`src/sha1_pkg.sv`:
```
// SHA-1 byte hasher package: item types, initial hash values, round constants and functions.
// No dependencies.
package sha1_pkg;

  typedef struct packed {
    logic       cmd;
    logic [7:0] data_byte;
  } in_item_t;

  typedef struct packed {
    logic [31:0] digest_word;
    logic        word_last;
  } out_item_t;

  localparam logic CMD_ABSORB = 1'b0;
  localparam logic CMD_FINISH = 1'b1;

  localparam logic [31:0] IV0 = 32'h67452301;
  localparam logic [31:0] IV1 = 32'hEFCDAB89;
  localparam logic [31:0] IV2 = 32'h98BADCFE;
  localparam logic [31:0] IV3 = 32'h10325476;
  localparam logic [31:0] IV4 = 32'hC3D2E1F0;

  localparam logic [7:0] PAD_BYTE = 8'h80;

  function automatic logic [31:0] round_k(input logic [6:0] r);
    logic [31:0] k;
    begin
      if (r < 7'd20) k = 32'h5A827999;
      else if (r < 7'd40) k = 32'h6ED9EBA1;
      else if (r < 7'd60) k = 32'h8F1BBCDC;
      else k = 32'hCA62C1D6;
      return k;
    end
  endfunction

  function automatic logic [31:0] round_f(input logic [6:0] r, input logic [31:0] b,
                                          input logic [31:0] c, input logic [31:0] d);
    logic [31:0] f;
    begin
      if (r < 7'd20) f = (b & c) | (~b & d);
      else if (r < 7'd40) f = b ^ c ^ d;
      else if (r < 7'd60) f = (b & c) | (b & d) | (c & d);
      else f = b ^ c ^ d;
      return f;
    end
  endfunction

endpackage

```
`src/sha1_wbuf.sv`:
```
// SHA-1 message schedule memory: 16 words of 32 bits, byte writes, one
// registered read port. Depends on nothing.
module sha1_wbuf (
  input  logic        clk,
  input  logic        wr_en,
  input  logic [3:0]  wr_addr,
  input  logic [3:0]  wr_be,
  input  logic [31:0] wr_data,
  input  logic [3:0]  rd_addr,
  output logic [31:0] rd_data
);
  logic [31:0] mem [16];

  always_ff @(posedge clk) begin
    if (wr_en) begin
      for (int i = 0; i < 4; i++) begin
        if (wr_be[i]) mem[wr_addr][8*i +: 8] <= wr_data[8*i +: 8];
      end
    end
    rd_data <= mem[rd_addr];
  end
endmodule

```
`src/sha1_core.sv`:
```
// SHA-1 compression core: 80 rounds, one per cycle, schedule words read from
// the block memory, then kept in a shift line. Depends on sha1_pkg, sha1_wbuf.
module sha1_core (
  input  logic        clk,
  input  logic        rst_n,
  input  logic        start,
  input  logic [159:0] h_in,
  output logic [159:0] h_out,
  output logic        done,
  // load port from the byte front end
  input  logic        ld_en,
  input  logic [3:0]  ld_addr,
  input  logic [3:0]  ld_be,
  input  logic [31:0] ld_data
);
  typedef enum logic [2:0] {
    S_IDLE = 3'b001,
    S_RUN  = 3'b010,
    S_ADD  = 3'b100
  } cst_t;

  cst_t        st_r, st_nxt;
  logic [6:0]  rnd_r;
  logic [31:0] a_r, b_r, c_r, d_r, e_r;
  logic [31:0] w_r [16];
  logic        mem_wr;
  logic [3:0]  rd_addr;
  logic [31:0] rd_data;
  logic [31:0] wx, wt, wnew, t;
  logic [6:0]  rnd_n;

  // schedule kept as a 16-deep shift line; memory supplies first 16 words
  assign rnd_n = rnd_r + 7'd1;
  assign rd_addr = (st_r == S_IDLE) ? 4'd0 : rnd_n[3:0];
  assign wx = w_r[13] ^ w_r[8] ^ w_r[2] ^ w_r[0];
  assign wnew = {wx[30:0], wx[31]};
  assign wt = (rnd_r < 7'd16) ? rd_data : wnew;
  assign t  = {a_r[26:0], a_r[31:27]} + sha1_pkg::round_f(rnd_r, b_r, c_r, d_r) + e_r +
              sha1_pkg::round_k(rnd_r) + wt;
  assign mem_wr = 1'b0;

  sha1_wbuf u_wbuf (
    .clk(clk), .wr_en(ld_en | mem_wr), .wr_addr(ld_addr), .wr_be(ld_be),
    .wr_data(ld_data), .rd_addr(rd_addr), .rd_data(rd_data)
  );

  always_comb begin
    st_nxt = st_r;
    unique case (st_r)
      S_IDLE: if (start) st_nxt = S_RUN;
      S_RUN:  if (rnd_r == 7'd79) st_nxt = S_ADD;
      S_ADD:  st_nxt = S_IDLE;
      default: st_nxt = S_IDLE;
    endcase
  end

  always_ff @(posedge clk) begin
    if (!rst_n) begin
      st_r <= S_IDLE;
    end else begin
      st_r <= st_nxt;
    end
  end

  always_ff @(posedge clk) begin
    if (st_r == S_IDLE && start) begin
      {a_r, b_r, c_r, d_r, e_r} <= h_in;
      rnd_r <= 7'd0;
    end else if (st_r == S_RUN) begin
      e_r <= d_r;
      d_r <= c_r;
      c_r <= {b_r[1:0], b_r[31:2]};
      b_r <= a_r;
      a_r <= t;
      rnd_r <= rnd_n;
      for (int i = 0; i < 15; i++) w_r[i] <= w_r[i+1];
      w_r[15] <= wt;
    end
  end

  assign h_out = {h_in[159:128] + a_r, h_in[127:96] + b_r, h_in[95:64] + c_r,
                  h_in[63:32] + d_r, h_in[31:0] + e_r};
  assign done  = (st_r == S_ADD);

  a_start_idle: assert property (@(posedge clk) disable iff (!rst_n)
    start |-> st_r == S_IDLE) else $error("start while busy");
  a_load_idle: assert property (@(posedge clk) disable iff (!rst_n)
    ld_en |-> st_r == S_IDLE) else $error("load while busy");
  a_done_pulse: assert property (@(posedge clk) disable iff (!rst_n)
    done |=> !done) else $error("done held");
endmodule

```
`src/sha1_byte_hasher.sv`:
```
// Streaming SHA-1 hasher. An absorb item writes its byte to the block memory and
// starts a compression when it fills a block; finish writes 16 pad words per padded
// block and compresses it, then gives five items. Throughput: one byte per cycle
// within a block; input stalls while the one-round-per-cycle core compresses a block.
// Reset: synchronous active-low rst_n restores the initial hash values.
// Depends on sha1_pkg, sha1_core.
module sha1_byte_hasher (
  input  logic                 clk,
  input  logic                 rst_n,
  input  logic                 in_valid,
  output logic                 in_ready,
  input  sha1_pkg::in_item_t   in_data,
  output logic                 out_valid,
  input  logic                 out_ready,
  output sha1_pkg::out_item_t  out_data
);
  typedef enum logic [5:0] {
    S_ACC  = 6'b000001,
    S_CMP  = 6'b000010,
    S_PAD  = 6'b000100,
    S_FIN  = 6'b001000,
    S_WAIT = 6'b010000,
    S_OUT  = 6'b100000
  } st_t;

  st_t          st_r, st_nxt;
  logic [159:0] h_r;
  logic [5:0]   fill_r;
  logic [63:0]  bits_r;
  logic         finish_r, last_blk_r;
  logic [3:0]   pad_idx_r;
  logic [2:0]   wcnt_r;
  logic [159:0] digest_r;
  logic         ld_en;
  logic [3:0]   ld_addr, ld_be;
  logic [31:0]  ld_data;
  logic         start;
  logic [159:0] h_out;
  logic         done;
  logic         acc;

  sha1_core u_core (
    .clk(clk), .rst_n(rst_n), .start(start), .h_in(h_r), .h_out(h_out), .done(done),
    .ld_en(ld_en), .ld_addr(ld_addr), .ld_be(ld_be), .ld_data(ld_data)
  );

  assign in_ready = (st_r == S_ACC);
  assign acc = in_valid && in_ready;

  // byte write on absorb, else pad word for word index pad_idx_r, given current fill (bytes pending)
  always_comb begin
    ld_en = 1'b0; ld_addr = 4'd0; ld_be = 4'd0; ld_data = 32'd0;
    if (acc && in_data.cmd == sha1_pkg::CMD_ABSORB) begin
      ld_en   = 1'b1;
      ld_addr = fill_r[5:2];
      ld_be   = 4'b1000 >> fill_r[1:0];
      ld_data = {4{in_data.data_byte}};
    end else if (st_r == S_PAD) begin
      ld_en   = 1'b1;
      ld_addr = pad_idx_r;
      ld_be   = 4'hF;
      if (last_blk_r && pad_idx_r == 4'd14) ld_data = bits_r[63:32];
      else if (last_blk_r && pad_idx_r == 4'd15) ld_data = bits_r[31:0];
      else if (last_blk_r && fill_r >= 6'd56) ld_data = 32'd0;
      else if (pad_idx_r == fill_r[5:2]) begin
        for (int i = 0; i < 4; i++) begin
          if (i[1:0] < fill_r[1:0]) ld_be[3-i] = 1'b0;
          else if (i[1:0] == fill_r[1:0]) ld_data[31-8*i -: 8] = sha1_pkg::PAD_BYTE;
        end
      end else if (pad_idx_r < fill_r[5:2]) ld_be = 4'h0;
    end
  end

  assign start = (st_r == S_PAD && pad_idx_r == 4'd15) ||
                 (st_r == S_CMP);

  always_comb begin
    st_nxt = st_r;
    unique case (st_r)
      S_ACC: if (acc) begin
        if (in_data.cmd == sha1_pkg::CMD_FINISH) st_nxt = S_PAD;
        else if (fill_r == 6'd63) st_nxt = S_CMP;
      end
      S_CMP:  st_nxt = S_WAIT;
      S_PAD:  if (pad_idx_r == 4'd15) st_nxt = S_WAIT;
      S_WAIT: if (done) st_nxt = S_FIN;
      S_FIN: begin
        if (!finish_r) st_nxt = S_ACC;
        else if (!last_blk_r) st_nxt = S_PAD;
        else st_nxt = S_OUT;
      end
      S_OUT:  if (out_ready && wcnt_r == 3'd4) st_nxt = S_ACC;
      default: st_nxt = S_ACC;
    endcase
  end

  always_ff @(posedge clk) begin
    if (!rst_n) begin
      st_r <= S_ACC;
      h_r <= {sha1_pkg::IV0, sha1_pkg::IV1, sha1_pkg::IV2, sha1_pkg::IV3, sha1_pkg::IV4};
      fill_r <= 6'd0;
      bits_r <= 64'd0;
      finish_r <= 1'b0;
      last_blk_r <= 1'b0;
      pad_idx_r <= 4'd0;
      wcnt_r <= 3'd0;
    end else begin
      st_r <= st_nxt;
      if (acc) begin
        pad_idx_r <= 4'd0;
        if (in_data.cmd == sha1_pkg::CMD_ABSORB) begin
          fill_r <= fill_r + 6'd1;
          bits_r <= bits_r + 64'd8;
          finish_r <= 1'b0;
        end else begin
          finish_r <= 1'b1;
          last_blk_r <= (fill_r < 6'd56);
        end
      end
      if (st_r == S_PAD) pad_idx_r <= pad_idx_r + 4'd1;
      if (done) h_r <= h_out;
      if (st_r == S_FIN && finish_r) begin
        if (!last_blk_r) begin
          // second pad block: all zeros then length
          last_blk_r <= 1'b1;
          finish_r <= 1'b1;
          pad_idx_r <= 4'd0;
        end else begin
          digest_r <= h_r;
          wcnt_r <= 3'd0;
        end
      end
      if (st_r == S_OUT && out_ready) begin
        digest_r <= {digest_r[127:0], 32'd0};
        wcnt_r <= wcnt_r + 3'd1;
        if (wcnt_r == 3'd4) begin
          h_r <= {sha1_pkg::IV0, sha1_pkg::IV1, sha1_pkg::IV2, sha1_pkg::IV3,
                  sha1_pkg::IV4};
          fill_r <= 6'd0;
          bits_r <= 64'd0;
          finish_r <= 1'b0;
          last_blk_r <= 1'b0;
        end
      end
    end
  end

  assign out_valid = (st_r == S_OUT);
  assign out_data.digest_word = digest_r[159:128];
  assign out_data.word_last = (wcnt_r == 3'd4);

  a_out_cnt: assert property (@(posedge clk) disable iff (!rst_n)
    out_valid |-> wcnt_r <= 3'd4) else $error("word count overflow");
  a_no_in_out: assert property (@(posedge clk) disable iff (!rst_n)
    out_valid |-> !in_ready) else $error("input open during output");
  a_last_ret: assert property (@(posedge clk) disable iff (!rst_n)
    out_valid && out_ready && out_data.word_last |=> in_ready) else $error("no return");
endmodule

```
`config.mk`:
```
export PLATFORM = sky130hd
export DESIGN_NAME = sha1_byte_hasher
export DESIGN_NICKNAME = d
export VERILOG_FILES = /design/src/sha1_pkg.sv /design/src/sha1_wbuf.sv /design/src/sha1_core.sv /design/src/sha1_byte_hasher.sv
export SDC_FILE = /design/constraint.sdc
export NUM_CORES = 2
export LEC_CHECK = 0
export BUFFER_PORTS_ARGS = -buffer_cell sky130_fd_sc_hd__buf_2
export CELL_PAD_IN_SITES_DETAIL_PLACEMENT = 0
export CELL_PAD_IN_SITES_GLOBAL_PLACEMENT = 1
export CORE_ASPECT_RATIO = 1.25
export CORE_MARGIN = 4
export CORE_UTILIZATION = 48
export DETAILED_ROUTE_END_ITERATION = 10
export PLACE_DENSITY_LB_ADDON = 0.1
export SKIP_LAST_GASP = 1
export SYNTH_ARGS = -nofsm -noshare
export SYNTH_HDL_FRONTEND = slang
export SYNTH_HIERARCHICAL = 1
export SYNTH_SLANG_ARGS = --single-unit
export TNS_END_PERCENT = 30
```
`constraint.sdc`:
```
create_clock -name clk -period 16.3 [get_ports clk]
set_clock_uncertainty 0.2 [all_clocks]
set_input_delay 1.63 -clock clk [delete_from_list [all_inputs] [get_ports clk]]
set_output_delay 1.63 -clock clk [all_outputs]
set_load 0.05 [all_outputs]
```
==> run_results.csv <==
group,metric,value,unit
clocking,hold_buffers,0,
sta,fin_tns_setup,0,ps
clocking,cts_buffers,162,
detailed_routing,drcViolationCount,0,
clocking,clk_pin_slew,60,ps
critical_path,crit_path_end_kind,"register",
clocking,clock_sinks,1628,
clocking,htreeDepth,4,
sta,timing.fmax,150,MHz
flow_run,cap_violations,0,
critical_path,crit_buf_inv,3,
synth,synthArstFlopShare,0,%
hold_path,min_path_type,"register to register",
clocking,cts_resized,0,
sta,worstMarginPinSlew,1270,ps
global_routing,use_met1,32.2,%
layout,areaGrowthSynthToFinish,10.1,%
floorplan,rows,161,
synth,yosysMostFrequentCell,"edfxtp_1",
global_routing,use_met3,3.33,%
global_routing,grt_pass1_wl,294000,µm
sta,rsz0062_at_grt,"false",
outcome,outcome,"finished, final reports clean",
placed_design,dp_hpwl,137000,µm
synth,synth_common_cells,"1344 x edfxtp_1, 1018 x nand2_1, 368 x nor2_1, 285 x inv_1, 284 x dfxtp_1",
power_and_ir_drop,ir_worst_vdd,0.115,mV
power_and_ir_drop,cellLeakagePower,29.2,nW
detailed_routing,ant_nets,0,
critical_path,max_stage_delay,760,ps
layout,drive_gt1_share,9.42,%
global_routing,antenna_found_initial,3,
synth,synth_ff_type,"edfxtp_1",
critical_path,slowest_stage,"nor3_4",
synth,synth_seq_area_share,61.8,%
sta,report.final.hold_viol_count,0,
synth,ys_warn_count,6,
detailed_routing,routedWlPerCell,24.6,µm
sta,setup_violations,0,
sta,period_share,40.9,%
synth,synthTopCellsByArea,"edfxtp_1 54%, dfxtp_1 7.6%, nand2_1 5.1%",
critical_path,path_delay_family,"adder cells",
global_routing,track_usage,24.2,%
critical_path,critPathKind,"register to register",
floorplan,die_width,360,µm
clocking,cts_tree,"yes",
clocking,cts-root-buf,"clkbuf_16",
critical_path,worstPathCellList,"nor3_4, buf_4, nand2_1, o21a_1, fa_1, fa_1, fa_1, inv_1, ha_1, inv_1, fa_1, nor2b_1, o31ai_1, a211oi_1, o21bai_1, a21boi_0, o21a_1, o21ai_0, and3_1, o31ai_1",
floorplan,die-area,162000,µm²
critical_path,cp.arrival,7100,ps
detailed_routing,drt_iter0_markers,3507,
synth,synth-seq-cells,1628,
synth,synth.net_count,6154,
synth,synth_edf_count,1344,
detailed_routing,via_per_inst,5.67,
sta,min_period,6670,ps
clocking,cts_buffer_depth,3,
sta,hold_slack,196,ps
synth,syn_inst,5809,
critical_path,worst_path_most_repeated_cell,"fa_1",
synth,synthDominantCellAreaShare,54.2,%
global_routing,grt_util_met2,41.9,%
clocking,insertion_delay,810,ps
floorplan,num_io_pins,48,
global_routing,grt_max_degree,151,
global_routing,grt_pass1_vias,45000,
layout,final_nets,6196,
placed_design,port_buffers,47,
critical_path,path_max_fanout,44,
global_routing,grt_overflow,0,
floorplan,core_area,154000,µm²
power_and_ir_drop,p_per_area,113,nW/µm²
floorplan,die-height,449,µm
sta,relSlewSlack,14.6,%
detailed_routing,wirelength,198000,µm
placed_design,gp_congestion,0.874,
floorplan,initial_core_util,48.4,%
critical_path,worstPathRequired,16730,ps
detailed_routing,drt-pass1-iter-count,7,
synth,yosysUniqueCellTypes,96,
sta,slew_viol_final,0,
clocking,cts_setup_buffers,0,
synth,synth_top_cell_by_area,"edfxtp_1",
critical_path,cp-start-kind,"register",
detailed_routing,via_count,45500,
synth,syn_area_per_cell,12.8,µm²
synth,synth_area,74500,µm²
global_routing,busiest_layer,"met2",
==> area by class of cell <==
class	instances	area [µm²]
antenna	5	12.5
clock buffer	220	4390
clock inverter	83	801
fill	13100	72000
inverter	287	1100
multi-input combinational	3652	26400
sequential	1628	46000
tap	2037	2550
timing repair buffer	120	796
==> path summary, 6_finish.rpt <==
path / slack (ps) / cells past startpoint / startpoint / endpoint
min: 200 / 0 / u_core/w_r[0][171] / u_core/w_r[0][139]
max: 9630 / 20 / u_core/rnd_r[4] / u_core/a_r[19]
min reg2reg: 200 / 0 / u_core/w_r[0][171] / u_core/w_r[0][139]
max reg2reg: 9630 / 20 / u_core/rnd_r[4] / u_core/a_r[19]
==> metal layers <==
metal / vias to the layer above / routed length [µm] / share of wire (%)
li1: 21100 / - / -
met1: 23000 / 83800 / 42
met2: 1110 / 100000 / 51
met3: 261 / 8600 / 4.3
met4: 0 / 5320 / 2.7
met5: - / 0 / 0
==> flip-flops by register name, indices dropped and copies added, names as in the netlist, 61 cells and up <==
signal             flops
h_r                  160
digest_r             160
bits_r                61
u_core/w_r           512
u_core/u_wbuf/mem    512
==> power by group <==
group,leakage (nW),internal [mW],switching (mW),total [mW]
registers,14.5,4.56,0.0378,4.60
logic,12.2,0.388,0.604,0.992
clock network,2.52,2.05,1.63,3.69
==> kinds of logic (layout without fill, tap and decap cells) <==
logic type,after synthesis,count (layout),share of synthesized area (%)
AOI/OAI and AO/OA,851,851,7.58
xor gates and xnor gates,289,289,3.40
adders and majority gates,332,332,6.83
buffers and inverters,529,710,2.95
DFF,1628,1628,61.8
muxes,341,341,6.74
other,0,5,0
and+or+nand+nor,1839,1839,10.7
==> stage by stage <==
step	instances	worst slack (ps)	power [mW]	utilization, %	instance area (µm²)
floorplan	5809	1640	5.40	-	74500
global placement	7724	9810	5.67	49.9	76900
detailed placement	7724	9630	5.67	49.9	76900
CTS	8027	9630	9.38	53.3	82100
global route	8028	9150	9.66	53.3	82100
finish	8032	9630	9.28	53.3	82100
==> placed cells by master (no fill, tap or decap), drive strengths merged, types with 18 or more instances in the layout <==
cell    instances
clkbuf        220
nand2b         24
clkinv         56
a21oi         211
nor2          368
a221o          18
a211oi         32
o31ai          28
fa            125
a22oi          68
nor2b          29
xnor2         228
o21a           61
mux2i         209
o21bai         23
a31oi          19
and2           52
ha            207
and3           28
nand2        1018
nor4           25
nand4          53
edfxtp       1344
nor3           62
a21o           60
or3            41
dfxtp         284
inv           297
o21ai         220
buf           120
mux4          128
nand3          80
xor2           61
(Power assumes the default switching activity.)
